===== src/spcq_pkg.sv =====
// Shared types and codes for the stable priority class queue.
`timescale 1ns / 1ps
package spcq_pkg;

  // Port field widths
  localparam int IdW  = 16;
  localparam int ClsW = 2;

  // Command codes
  localparam logic CMD_INSERT = 1'b0;
  localparam logic CMD_DUMP   = 1'b1;

  // Class code that is never stored
  localparam logic [ClsW-1:0] CLS_INVALID = 2'd3;

  typedef enum logic [2:0] {
    ST_INSERTED  = 3'd0,
    ST_DUPLICATE = 3'd1,
    ST_BAD_CLASS = 3'd2,
    ST_FULL      = 3'd3,
    ST_DUMP      = 3'd4,
    ST_EMPTY     = 3'd5
  } status_e_t;

  typedef struct packed {
    logic            command;
    logic [IdW-1:0]  patient_id;
    logic [ClsW-1:0] severity_class;
  } in_item_t;

  typedef struct packed {
    status_e_t       status;
    logic [IdW-1:0]  out_id;
    logic [ClsW-1:0] out_class;
    logic            last;
  } out_item_t;

  typedef enum logic [3:0] {
    S_IDLE,
    S_SCAN_RD,
    S_SCAN_CHK,
    S_DECIDE,
    S_SHIFT_RD,
    S_SHIFT_WR,
    S_PLACE,
    S_REPLY,
    S_DUMP_RD,
    S_DUMP_OUT
  } seq_state_t;

endpackage


===== src/spcq_mem.sv =====
// Entry memory: one write port, one read port, registered read data.
`timescale 1ns / 1ps
module spcq_mem #(
  parameter int DEPTH = 16,
  parameter int WIDTH = 18
) (
  input  logic                     clk,
  input  logic                     we,
  input  logic [$clog2(DEPTH)-1:0] waddr,
  input  logic [WIDTH-1:0]         wdata,
  input  logic                     re,
  input  logic [$clog2(DEPTH)-1:0] raddr,
  output logic [WIDTH-1:0]         rdata
);

  logic [WIDTH-1:0] mem [DEPTH];

  // Write port
  always_ff @(posedge clk) begin
    if (we) begin
      mem[waddr] <= wdata;
    end
  end

  // Read port, data valid in the cycle after re
  always_ff @(posedge clk) begin
    if (re) begin
      rdata <= mem[raddr];
    end
  end

endmodule


===== src/spcq_seq.sv =====
// Sequencer: scans, shifts and dumps the ordered list held in the entry memory.
`timescale 1ns / 1ps
module spcq_seq #(
  parameter int DEPTH   = 16,
  parameter int ID_BITS = 16
) (
  input  logic                         clk,
  input  logic                         rst,
  input  logic                         in_valid,
  output logic                         in_stall,
  input  spcq_pkg::in_item_t           in_data,
  input  logic                         out_free,
  output logic                         res_load,
  output spcq_pkg::out_item_t          res,
  output logic                         mem_we,
  output logic [$clog2(DEPTH)-1:0]     mem_waddr,
  output logic [ID_BITS+2-1:0]         mem_wdata,
  output logic                         mem_re,
  output logic [$clog2(DEPTH)-1:0]     mem_raddr,
  input  logic [ID_BITS+2-1:0]         mem_rdata
);
  import spcq_pkg::*;

  localparam int AW = $clog2(DEPTH);
  localparam int CW = $clog2(DEPTH + 1);
  localparam int EW = ID_BITS + ClsW;
  localparam logic [CW-1:0] One  = CW'(1);
  localparam logic [CW-1:0] Full = CW'(DEPTH);

  seq_state_t        state, state_next;
  logic [CW-1:0]     idx, idx_next;
  logic [CW-1:0]     fill, fill_next;
  logic [CW-1:0]     pos, pos_next;
  logic              found, found_next;
  logic              dup, dup_next;
  logic [ID_BITS-1:0] cmd_id, cmd_id_next;
  logic [ClsW-1:0]   cmd_class, cmd_class_next;
  status_e_t         reply, reply_next;

  logic [ID_BITS-1:0] req_id;
  logic [ID_BITS-1:0] rd_id;
  logic [ClsW-1:0]    rd_cls;
  logic [IdW-1:0]     dump_id;
  logic [CW-1:0]      idx_inc;
  logic [CW-1:0]      idx_dec;

  assign rd_id   = mem_rdata[EW-1:ClsW];
  assign rd_cls  = mem_rdata[ClsW-1:0];
  assign idx_inc = idx + One;
  assign idx_dec = idx - One;

  // Port id width to stored id width and back
  generate
    if (ID_BITS >= IdW) begin : g_wide_id
      assign req_id  = ID_BITS'(in_data.patient_id);
      assign dump_id = rd_id[IdW-1:0];
    end else begin : g_narrow_id
      assign req_id  = in_data.patient_id[ID_BITS-1:0];
      assign dump_id = IdW'(rd_id);
    end
  endgenerate

  assign in_stall = (state != S_IDLE);

  always_ff @(posedge clk) begin
    if (rst) begin
      state <= S_IDLE;
      fill  <= '0;
    end else begin
      state <= state_next;
      fill  <= fill_next;
    end
  end

  always_ff @(posedge clk) begin
    idx       <= idx_next;
    pos       <= pos_next;
    found     <= found_next;
    dup       <= dup_next;
    cmd_id    <= cmd_id_next;
    cmd_class <= cmd_class_next;
    reply     <= reply_next;
  end

  // Next state and memory / result control
  always_comb begin
    state_next     = state;
    idx_next       = idx;
    fill_next      = fill;
    pos_next       = pos;
    found_next     = found;
    dup_next       = dup;
    cmd_id_next    = cmd_id;
    cmd_class_next = cmd_class;
    reply_next     = reply;
    mem_we         = 1'b0;
    mem_waddr      = idx[AW-1:0];
    mem_wdata      = mem_rdata;
    mem_re         = 1'b0;
    mem_raddr      = idx[AW-1:0];
    res_load       = 1'b0;
    res            = '{status: reply, out_id: '0, out_class: '0, last: 1'b1};

    unique case (state)
      S_IDLE: begin
        if (in_valid) begin
          cmd_id_next    = req_id;
          cmd_class_next = in_data.severity_class;
          idx_next       = '0;
          dup_next       = 1'b0;
          found_next     = 1'b0;
          pos_next       = fill;
          if (in_data.command == CMD_DUMP) begin
            if (fill == '0) begin
              reply_next = ST_EMPTY;
              state_next = S_REPLY;
            end else begin
              state_next = S_DUMP_RD;
            end
          end else if (fill == '0) begin
            state_next = S_DECIDE;
          end else begin
            state_next = S_SCAN_RD;
          end
        end
      end

      // Scan for a duplicate id and the first entry of a lower class
      S_SCAN_RD: begin
        mem_re     = 1'b1;
        state_next = S_SCAN_CHK;
      end

      S_SCAN_CHK: begin
        if (rd_id == cmd_id) begin
          dup_next = 1'b1;
        end
        if (!found && (rd_cls < cmd_class)) begin
          found_next = 1'b1;
          pos_next   = idx;
        end
        idx_next   = idx_inc;
        state_next = (idx_inc == fill) ? S_DECIDE : S_SCAN_RD;
      end

      // Checks in order: duplicate, class, full
      S_DECIDE: begin
        idx_next = fill;
        priority if (dup) begin
          reply_next = ST_DUPLICATE;
          state_next = S_REPLY;
        end else if (cmd_class == CLS_INVALID) begin
          reply_next = ST_BAD_CLASS;
          state_next = S_REPLY;
        end else if (fill == Full) begin
          reply_next = ST_FULL;
          state_next = S_REPLY;
        end else if (fill == pos) begin
          state_next = S_PLACE;
        end else begin
          state_next = S_SHIFT_RD;
        end
      end

      // Move entries pos..fill-1 up by one, top first
      S_SHIFT_RD: begin
        mem_re     = 1'b1;
        mem_raddr  = idx_dec[AW-1:0];
        state_next = S_SHIFT_WR;
      end

      S_SHIFT_WR: begin
        mem_we     = 1'b1;
        mem_waddr  = idx[AW-1:0];
        mem_wdata  = mem_rdata;
        idx_next   = idx_dec;
        state_next = (idx_dec == pos) ? S_PLACE : S_SHIFT_RD;
      end

      S_PLACE: begin
        mem_we     = 1'b1;
        mem_waddr  = pos[AW-1:0];
        mem_wdata  = {cmd_id, cmd_class};
        fill_next  = fill + One;
        reply_next = ST_INSERTED;
        state_next = S_REPLY;
      end

      // Single result for an insert or an empty dump
      S_REPLY: begin
        if (out_free) begin
          res_load   = 1'b1;
          state_next = S_IDLE;
        end
      end

      // Dump: one entry per read, held until the output takes it
      S_DUMP_RD: begin
        mem_re     = 1'b1;
        state_next = S_DUMP_OUT;
      end

      S_DUMP_OUT: begin
        res = '{status: ST_DUMP, out_id: dump_id, out_class: rd_cls,
                last: (idx_inc == fill)};
        if (out_free) begin
          res_load   = 1'b1;
          idx_next   = idx_inc;
          state_next = (idx_inc == fill) ? S_IDLE : S_DUMP_RD;
        end
      end

      default: begin
        state_next = S_IDLE;
      end
    endcase
  end

endmodule


===== src/stable_priority_class_queue.sv =====
// Top level of the stable priority class queue: memory, sequencer, output register.
`timescale 1ns / 1ps
// Keeps up to DEPTH (id, class) entries ordered by class, critical first, and
// by arrival within a class. One request is worked on at a time; in_stall is
// high from acceptance until its last result is loaded into the output
// register. All entries live in one memory with a single read port and
// registered read data, which sets the order of work: an insert scans the
// list, shifts up the entries at and behind its position, writes the new
// entry and replies; a rejected insert scans and replies; and a dump reads
// and outputs one entry at a time, waiting while the output is stalled. The
// output register lets the block go on while a result waits to be taken.
module stable_priority_class_queue #(
  parameter int DEPTH   = 16,
  parameter int ID_BITS = 16
) (
  input  logic                clk,
  input  logic                rst,
  input  logic                in_valid,
  output logic                in_stall,
  input  spcq_pkg::in_item_t  in_data,
  output logic                out_valid,
  input  logic                out_stall,
  output spcq_pkg::out_item_t out_data
);
  import spcq_pkg::*;

  localparam int AW = $clog2(DEPTH);
  localparam int EW = ID_BITS + ClsW;

  logic            out_free;
  logic            res_load;
  out_item_t       res;
  logic            mem_we;
  logic [AW-1:0]   mem_waddr;
  logic [EW-1:0]   mem_wdata;
  logic            mem_re;
  logic [AW-1:0]   mem_raddr;
  logic [EW-1:0]   mem_rdata;

  spcq_mem #(
    .DEPTH (DEPTH),
    .WIDTH (EW)
  ) u_mem (
    .clk   (clk),
    .we    (mem_we),
    .waddr (mem_waddr),
    .wdata (mem_wdata),
    .re    (mem_re),
    .raddr (mem_raddr),
    .rdata (mem_rdata)
  );

  spcq_seq #(
    .DEPTH   (DEPTH),
    .ID_BITS (ID_BITS)
  ) u_seq (
    .clk       (clk),
    .rst       (rst),
    .in_valid  (in_valid),
    .in_stall  (in_stall),
    .in_data   (in_data),
    .out_free  (out_free),
    .res_load  (res_load),
    .res       (res),
    .mem_we    (mem_we),
    .mem_waddr (mem_waddr),
    .mem_wdata (mem_wdata),
    .mem_re    (mem_re),
    .mem_raddr (mem_raddr),
    .mem_rdata (mem_rdata)
  );

  // Output register: can take a new result when empty or being drained
  assign out_free = !out_valid || !out_stall;

  always_ff @(posedge clk) begin
    if (rst) begin
      out_valid <= 1'b0;
    end else if (res_load) begin
      out_valid <= 1'b1;
    end else if (!out_stall) begin
      out_valid <= 1'b0;
    end
  end

  always_ff @(posedge clk) begin
    if (res_load) begin
      out_data <= res;
    end
  end

endmodule


===== config.mk =====
export PLATFORM = sky130hd
export DESIGN_NAME = stable_priority_class_queue
export DESIGN_NICKNAME = d
export VERILOG_FILES = /design/src/spcq_pkg.sv /design/src/spcq_mem.sv /design/src/spcq_seq.sv /design/src/stable_priority_class_queue.sv
export SDC_FILE = /design/constraint.sdc
export NUM_CORES = 1
export LEC_CHECK = 0
export BUFFER_PORTS_ARGS = -buffer_cell sky130_fd_sc_hd__clkbuf_2
export CORE_MARGIN = 1.5
export CORE_UTILIZATION = 45
export DETAILED_ROUTE_END_ITERATION = 12
export PLACE_DENSITY = 0.6
export SYNTH_ARGS = -nofsm -noshare
export SYNTH_HDL_FRONTEND = slang
export SYNTH_SLANG_ARGS = --single-unit

===== constraint.sdc =====
create_clock -name clk -period 3.9 [get_ports clk]
set_input_delay 0.195 -clock clk [delete_from_list [all_inputs] [get_ports clk]]
set_output_delay 0.195 -clock clk [all_outputs]
set_load 0.1 [all_outputs]

======== Word-level counts from Yosys, hierarchy flattened ========
Memories as Yosys holds them, arrays and structs flattened. A register that Yosys moved wholly into a read port is not among the register bits.
Cells that the tools add are included.
word-level totals
  register bits ........................... 65
  memory bits (writable) .................. 288
  input port bits ......................... 23
  word-level logic and storage cells ...... 106
  memories kept ........................... 1
operators by class
  $add $sub $neg .......................... 3
  order comparisons ....................... 1
  eq/ne operators ......................... 24
  mux-type cells .......................... 43
  reduce and logical (&&, ||, !) cells .... 20
memory list
  name       depth  bits a word  rd ports  clocked after Yosys merged registers in  write ports  line            text
  u_mem.mem  16     18           1         1                                        1            spcq_mem.sv:16  logic [WIDTH-1:0] mem [DEPTH];
operators with widths
  kind                                                   count
  2-to-1 mux 4 bit                                       11
  case mux 4 bit (10 select lines)                       1
  case mux 5 bit (5 select lines)                        1
  2-to-1 mux 5 bit                                       4
  2-to-1 mux 18 bit                                      1
  2-to-1 mux 3 bit                                       6
  equality test 16 bit                                   1
  equality test 4 x 3 -> 1 bit, second input constant    4
  equality test 5 bit                                    3
  AND reduction 3 bit                                    4
  2-to-1 mux 1 bit                                       11
  adder 5 x 1 -> 5 bit, second input constant            2
  case mux 5 bit (2 select lines)                        1
  case mux 3 bit (3 select lines)                        1
  equality test 4 x 2 -> 1 bit, second input constant    2
  equality test 4 bit, second input constant             2
  2-to-1 mux 2 bit                                       4
  inequality test 2 x 1 -> 1 bit, second input constant  4
  inequality test 2 bit, second input constant           4
  equality test 5 bit, second input constant             1
  zero test 5 bit                                        1
  AND reduction 5 bit                                    1
  nonzero test 5 bit                                     1
  subtractor 5 x 1 -> 5 bit, second input constant       1
  other kinds (15)                                       19

======== Logic depth before layout (Yosys ltp) ========
Gate-level depths: netlist (run 1).
  word-level depth ........................ 6
  depth in mapped cells ................... 13

======== Modules after synthesis ========
Synthesis (run 1) repeated with hierarchy kept, for this count alone.
second synthesis, totals
  cell total of the unflattened synthesis .. 810
  area, all modules ....................... 15,112.0 um^2
by module, submodules not included
  module                       instances  cells each  area each (um^2)  seq. area each (um^2)
  spcq_mem                     1          482         11,502.3          9,188.8
  spcq_seq                     1          302         2,916.5           1,171.1
  stable_priority_class_queue  1          26          693.2             680.7

======== Worst setup path after synthesis (run 1) ========
No wires, ideal clock.
  path kind ............................... reg-to-reg
  start point ............................. register u_seq.idx[1]
  end point ............................... register u_mem.rdata[10], read port of u_mem.mem (data pin)
  setup time .............................. 274 ps
  arrival time ............................ 3,122 ps
  required time ........................... 3,626 ps
  setup slack ............................. 504 ps
  stages on the path, launching flop included .. 14
  period minus slack after synthesis ...... 3,396 ps
  cell sequence ........................... edfxtp_1 buf_2 inv_1 clkbuf_1 clkbuf_1 ha_1 buf_2 nor2b_1 clkbuf_1 mux2_2 buf_2 and2_1 a2111oi_1 nor4_2
on the way
  cells in the longest elaborated chain, start to end .. 2
ends and longest elaborated chain
  item                       line             text
  start, declared            spcq_seq.sv:31   logic [CW-1:0] idx, idx_next;
  start signal, assigned     spcq_seq.sv:76   idx <= idx_next;
  subtractor 5 x 1 -> 5 bit  spcq_seq.sv:50   assign idx_dec = idx - One;
  2-to-1 mux 4 bit (*)       spcq_seq.sv:104  unique case (state)
  end, declared              spcq_mem.sv:13   output logic [WIDTH-1:0] rdata
Mark *: on every way between the ends. The rest lies on a longest branch, timed or not.
A chain may end at the register's enable or synchronous reset.

======== Final worst setup path (run 1) ========
  start point ............................. register u_seq.idx[0]
  end point ............................... register u_mem.rdata[0], read port of u_mem.mem (data pin)
The elaborated chain is that of the path after synthesis.

==> impl_metrics.csv, run 1 <==
group,metric,value,unit
detailed_routing,vias,11840,
synthesis,syn_area,17930,sq um
worst_setup_path,cp-end-kind,"register",
final_layout,finalNetCount,1448,
worst_setup_path,rrSetupSlack,590,ps
place,pre_cts_slack,696.5,ps
synthesis,synth_top_family_by_area,"multiplexers",
place,place_inst,1875,
timing,finalClockSkew,16.78,ps
place,gp_congestion,0.9226,
timing,tightest_slew,1070,ps
clocking,cts_root_buffer,"clkbuf_16",
pwr,netSwitchingPower,6.094,mW
worst_setup_path,cp-start-kind,"register",
synthesis,synth_nets,1391,
hold_path,min_path_cells,3,
pwr,comb_power_share,0.409,
synthesis,synth_edf_count,361,
synthesis,ys_seq_area_frac,0.6156,
synthesis,yosysWarnings,0,
final_layout,n_fill_cell,3253,
global_routing,antenna_found_initial,0,
detailed_routing,detail-route-antenna-nets,0,
floorplan,dieWidth,202.6,microns
clocking,htreeDepth,2,
timing,rsz0062_at_grt,"no",
detailed_routing,drc,0,
synthesis,synth_top_area_share,0.6044,
worst_setup_path,path_buf_inv,2,
pwr,ir_drop,0.0004876,V
place,postPlaceCellArea,18870,sq um
pwr,p_int,9.723,mW
floorplan,start_util,0.4598,
final_layout,drive_above_1_share,0.1588,
hold_path,min_from,"in_valid",
final_layout,n_antenna_cell,0,
final_layout,area_growth,13.07,%
synthesis,async_reset_ff_frac,0,
timing,final-hold-violation-count,0,
worst_setup_path,crit_path_cell_trace,"buf_4, buf_4, or3_1, a2111oi_4, nor2_4, nor3_1, nor4_1",
timing,holdWs,138.0,ps
detailed_routing,first_pass_iters,5,
synthesis,synth_seq_cells,371,
clocking,clkLatencyLatePin,570,ps
detailed_routing,wl_per_cell,24.03,microns
synthesis,synth_common_cells,"edfxtp_1, mux2i_1, nand2_1",
pwr,total_power,15.82,mW
synthesis,synth_area_per_cell,13.16,sq um
clocking,cts.path.max_buffers,3,
global_routing,grt_pass1_wl,71240,microns
floorplan,num_rows,72,
timing,finalWorstSetupSlack,586.5,ps
run,maxCapViolCount,0,
worst_setup_path,worst_path_largest_cell_delay,740,ps
synthesis,synth_xor_area_frac,0.02177,
pwr,seqPwrFrac,0.364,
floorplan,design.die.area,41060,sq um
detailed_routing,routed_wl,47100,microns
timing,fin_crit,3314,ps
timing,setup_viol,0,
final_layout,final_util,0.5199,
hold_path,hold_class,"primary input to register",
hold_path,min_to,"u_seq.dup",
timing,clock.fmax,301.8,MHz
clocking,cts_tree,"done",
worst_setup_path,crit_type,"register to register",
clocking,clkTransAtPathRegs,60,ps
timing,slew_headroom,0.2860,
global_routing,grt_use_total,0.2315,
global_routing,gr-total-overflow,0,
pwr,p_sw_frac,0.3853,
final_layout,fin_cells,1960,
pwr,clkPwrFrac,0.227,
global_routing,grt_max_degree,125,
worst_setup_path,crit_fanout,66,
detailed_routing,viasPerCell,6.043,
worst_setup_path,cp.depth,7,
floorplan,ioPinCount,47,
pwr,p_leak,6.855,nW
global_routing,grt_pass1_vias,11610,
outcome,status,"completed",
pwr,powerDensity,780.0,nW/um^2
synthesis,synth_cell_types,69,
floorplan,die_y,202.6,microns
timing,final-max-slew-violation-count,0,
worst_setup_path,r2r-end,"u_mem.rdata[0]",
timing,period_share,0.8496,
synthesis,post-synth-top-area-cell,"edfxtp_1",
place,dp_hpwl,29930,microns
worst_setup_path,required,4200,ps
synthesis,synth.area.top_cells,"edfxtp_1, mux2i_1, nand2_1",
detailed_routing,drt_iter0_drc,1041,
timing,tns,0,ps
worst_setup_path,ff2ff_path_depth,7,
final_layout,fin_area,20280,sq um
clocking,clkSinkCount,371,
synthesis,yosys.area_share.simple,0.1033,
floorplan,core-area,39010,sq um
worst_setup_path,r2r-start,"u_seq.idx[0]",
worst_setup_path,worstPathArrival,3610,ps
clocking,cts_buffers,40,
worst_setup_path,cpMaxStageDelayCell,"buf_4",
synthesis,synthAdderAreaFrac,0.003488,
synthesis,ys.flop_type,"edfxtp_1",
synthesis,synth_compound_area_frac,0.1108,
place,io_buffers,46,
synthesis,synth_mux_area_frac,0.1151,
worst_setup_path,cp_top_family,"simple AND/OR/NAND/NOR gates",
synthesis,synth.most_common_cell,"edfxtp_1",
synthesis,synthCells,1363,
worst_setup_path,cp_common_cell,"buf_4",
clocking,ctsResizeCount,0,
==> cells in the final DEF, fill, tap and decap left out, drive strengths merged, types with 28 or more instances in the layout <==
| cell type | count |
|---|---|
| a211oi | 58 |
| a21oi | 28 |
| and2 | 40 |
| buf | 56 |
| clkbuf | 95 |
| edfxtp | 361 |
| mux2i | 177 |
| nand2 | 122 |
| nand3 | 29 |
| nor2 | 43 |
| o21ai | 35 |
| o22ai | 55 |
| xnor2 | 30 |
==> kinds of logic after synthesis <==
kind of cell,Yosys count
AO/OA/AOI/OAI,271
AND/OR/NAND/NOR,352
flip-flops,371
adder cells (fa/ha/maj),5
multiplexers,201
buffers and inverters,120
XOR/XNOR,43
==> flip-flops by register name (all words and copies together) (netlist names) <==
| name | flops |
|---|---|
| u_seq.cmd_id | 16 |
| u_mem.mem | 288 |
| u_seq.dup | 1 |
| u_seq.reply | 3 |
| u_mem.rdata | 18 |
| u_seq.fill | 5 |
| out_data | 22 |
| out_valid | 1 |
| u_seq.found | 1 |
| u_seq.idx | 5 |
| u_seq.state | 4 |
| u_seq.pos | 5 |
| u_seq.cmd_class | 2 |
==> power by group through the flow <==
| stage | clock network (mW) | registers [mW] | logic [mW] |
|---|---|---|---|
| 6_report | 3.60 | 5.75 | 6.47 |
| 4_1_cts | 3.66 | 5.74 | 6.45 |
| 3_3_place_gp | 0 | 5.82 | 6.31 |
| 3_5_place_dp | 0 | 5.82 | 6.42 |
| 5_1_grt | 3.80 | 5.79 | 6.96 |
| 2_1_floorplan | 0 | 5.60 | 4.60 |
==> per-layer routing <==
layer  share of wire  track usage  wire, microns
met3           0.075      0.05361           3555
met1            0.44       0.3168          20710
met2            0.46       0.3673          21660
met4           0.025      0.07116           1176
met5               0            0              0
==> worst min-delay path, delay by kind of cell <==
kind	cells	cell delay (ps)
and+or+nand+nor	1	60
muxes	1	140
buffers and inverters	1	140
==> worst max-delay path by stage <==
stage / from / endpoint / slack, ps
floorplan: u_seq.idx[1] / u_mem.rdata[10] / 500
CTS: u_seq.idx[0] / u_mem.rdata[0] / 670
global route: u_seq.idx[0] / u_mem.rdata[0] / 450
detailed placement: u_seq.idx[0] / u_mem.rdata[0] / 700
global placement: u_seq.idx[0] / u_mem.rdata[0] / 690
finish: u_seq.idx[0] / u_mem.rdata[0] / 590
==> layout make-up <==
type	instances	area (sq um)	share of cell area
Sequential cell	371	11040	0.5444
Multi-Input combinational cell	872	6425	0.3168
Clock buffer	49	1056	0.05207
Timing Repair Buffer	123	923.4	0.04553
Tap cell	518	648.1	0.03196
Clock inverter	15	141.4	0.006972
Inverter	12	45.04	0.002221
==> what timing repair did <==
action / 4_1_cts / 5_1_grt
hold buffers: 21 / 0
buffers inserted: 0 / 0
hold endpoints to repair: 27 / 0
(Power assumes the default switching activity.)
==> inputs of run 2 (changes only) <==
==> constraint.sdc (replaced) <==
create_clock -name clk -period 3.05 [get_ports clk]
set_input_delay 0.1525 -clock clk [delete_from_list [all_inputs] [get_ports clk]]
set_output_delay 0.1525 -clock clk [all_outputs]
set_load 0.1 [all_outputs]
==> run 2 against run 1 <==
  * Setup slack got worse by 550 ps
  * Power rose by 28%
  * Sequential cell count did not move
  * Register-to-register slack got worse by 550 ps
  * Clock-buffer cell count fell by 3
  * Critical path type unchanged
==> impl_metrics.csv, run 2 (synthesized netlist as in run 1, its figures left out) <==
group,metric,value,unit
worst_setup_path,required,3310,ps
detailed_routing,maxUsedRoutingLayer,"met4",
timing,final-max-slew-violation-count,0,
timing,tns,0,ps
final_layout,mostFrequentLayoutCells,"edfxtp_1, mux2i_1, nand2_1, buf_4, a211oi_1",
final_layout,n_fill_cell,3280,
detailed_routing,first_pass_iters,5,
hold_path,min_from,"in_valid",
worst_setup_path,cp_top_family,"simple AND/OR/NAND/NOR gates",
detailed_routing,routed_wl,46330,microns
worst_setup_path,crit_fanout,17,
outcome,status,"completed",
global_routing,grt_use_total,0.2279,
global_routing,gr-total-overflow,0,
detailed_routing,dr_wl_met2,22230,microns
detailed_routing,met3_wirelength,2967,microns
timing,tightest_slew,1141,ps
place,io_buffers,46,
pwr,seqPwrFrac,0.358,
timing,fin_crit,3011,ps
timing,period_share,0.9871,
pwr,clkPwrFrac,0.228,
global_routing,grt_pass1_vias,11530,
floorplan,core-area,39010,sq um
hold_path,min_to,"u_seq.dup",
worst_setup_path,r2r-start,"u_seq.state[1]",
timing,setup_viol,0,
place,gp_congestion,0.8356,
worst_setup_path,cpMaxStageDelayCell,"or4b_4",
pwr,comb_power_share,0.414,
detailed_routing,met1_length,20200,microns
final_layout,multiInputGateArea,6466,sq um
run,maxCapViolCount,0,
place,dp_hpwl,29490,microns
timing,rsz0062_at_grt,"no",
detailed_routing,drc,0,
floorplan,die_y,202.6,microns
hold_path,min_path_cells,3,
floorplan,dieWidth,202.6,microns
worst_setup_path,worstPathArrival,3270,ps
detailed_routing,viasPerCell,5.968,
clocking,cts_buffers,41,
pwr,total_power,20.32,mW
clocking,clkSinkCount,371,
final_layout,final_common_cell,"edfxtp_1",
final_layout,ff_latch_area,11040,sq um
hold_path,hold_class,"primary input to register",
detailed_routing,detail-route-antenna-nets,0,
timing,clock.fmax,332.2,MHz
worst_setup_path,crit_path_cell_trace,"or4b_4, nand2_4, buf_4, o22ai_1, a2111oi_0, nor4_1",
pwr,ir_drop,0.0007020,V
worst_setup_path,critPathLaunch,"u_seq.state[1]",
timing,final-hold-violation-count,0,
detailed_routing,vias,11810,
worst_setup_path,rrSetupSlack,40,ps
pwr,netSwitchingPower,7.733,mW
global_routing,antenna_found_initial,1,
final_layout,n_antenna_cell,0,
worst_setup_path,worst_path_largest_cell_delay,700,ps
clocking,clkTransAtPathRegs,60,ps
clocking,clkLatencyLatePin,560,ps
detailed_routing,drt_iter0_drc,1233,
clocking,htreeDepth,2,
clocking,cts_tree,"done",
floorplan,ioPinCount,47,
detailed_routing,wl_per_cell,23.42,microns
final_layout,drive_above_1_share,0.1712,
pwr,p_sw_frac,0.3805,
timing,slew_headroom,0.2368,
worst_setup_path,cp-start-kind,"register",
final_layout,regMostFlops,"u_mem.mem",
clocking,cts.path.max_buffers,3,
global_routing,grt_pass1_wl,70200,microns
floorplan,start_util,0.4598,
clocking,cts_root_buffer,"clkbuf_16",
worst_setup_path,path_buf_inv,1,
global_routing,grt_max_degree,104,
pwr,powerDensity,990.2,nW/um^2
final_layout,reg_top3,"u_mem.mem (288), out_data (22), u_mem.rdata (18)",
floorplan,num_rows,72,
worst_setup_path,crit_type,"register to register",
timing,finalClockSkew,19.97,ps
floorplan,design.die.area,41060,sq um
pwr,p_int,12.59,mW
final_layout,finalNetCount,1461,
final_layout,largest_reg_flops,288,
worst_setup_path,r2r-end,"u_mem.rdata[1]",
worst_setup_path,ff2ff_path_depth,6,
pwr,p_leak,6.982,nW
worst_setup_path,cp-end-kind,"register",
final_layout,area_growth,14.43,%
run 2: cell types whose count changed in the layout (fill, tap and decap cells not counted), sizes merged:
cell and change:
clkinvlp -2, bufinv +1, clkbuf -3, clkinv +12, buf +12, inv -2
run 2: what timing repair did:
action	CTS	global route
endpoints found under the setup margin	0	1
setup buffers	0	0
hold buffers	21	0
resized for setup	0	1
hold endpoints to repair	27	0
run 2: final cells by class:
cell class / instances / area share
clock buffers: 46 / 0.05091
clock inverters: 24 / 0.008901
inverters: 12 / 0.002195
multi-input cells: 872 / 0.3151
flip-flops and latches: 371 / 0.5380
well taps: 518 / 0.03158
repair buffers: 135 / 0.05340
run 2: worst max-delay path by stage:
stage / end / slack, ps / depth (start not counted)
after floorplan: u_mem.rdata[7] / 1 / 12
after detailed placement: u_mem.rdata[1] / 160 / 6
after CTS: u_mem.rdata[1] / 120 / 6
after global placement: u_mem.rdata[1] / 190 / 6
final: u_mem.rdata[1] / 40 / 6
after global routing: u_mem.rdata[1] / 20 / 6
run 2: per-layer routing:
| layer | vias to the layer above | GRT usage |
|---|---|---|
| li1 | 5431 | - |
| met1 | 5890 | 0.3134 |
| met2 | 418 | 0.3755 |
| met3 | 66 | 0.03114 |
| met4 | 0 | 0.07116 |
| met5 | - | 0 |
run 2: worst min-delay path, stage by stage:
cell and delay (ps):
clkbuf_2 140, mux2i_1 140, nor4_1 70
run 2: per-stage QoR:
stage	instances	hold WS (ps)	utilization	setup WS [ps]	area, sq um
final	1978	113.4	0.5261	39.43	20520
after global routing	1978	138.7	0.5261	20.51	20520
after CTS	1978	78.80	0.5259	123.1	20520
after detailed placement	1887	331.6	0.4891	159.5	19080
after global placement	1887	332.6	0.4891	189.7	19080
after floorplan	1363	251.4	-	0.9659	18000
run 2: power by group through the flow:
| stage | registers [mW] | logic, mW | clock network, mW |
|---|---|---|---|
| global placement | 7.37 | 8.19 | 0 |
| detailed placement | 7.37 | 8.34 | 0 |
| global route | 7.33 | 9.06 | 4.89 |
| finish | 7.28 | 8.41 | 4.63 |
| CTS | 7.27 | 8.37 | 4.71 |
| floorplan | 7.17 | 5.97 | 0 |
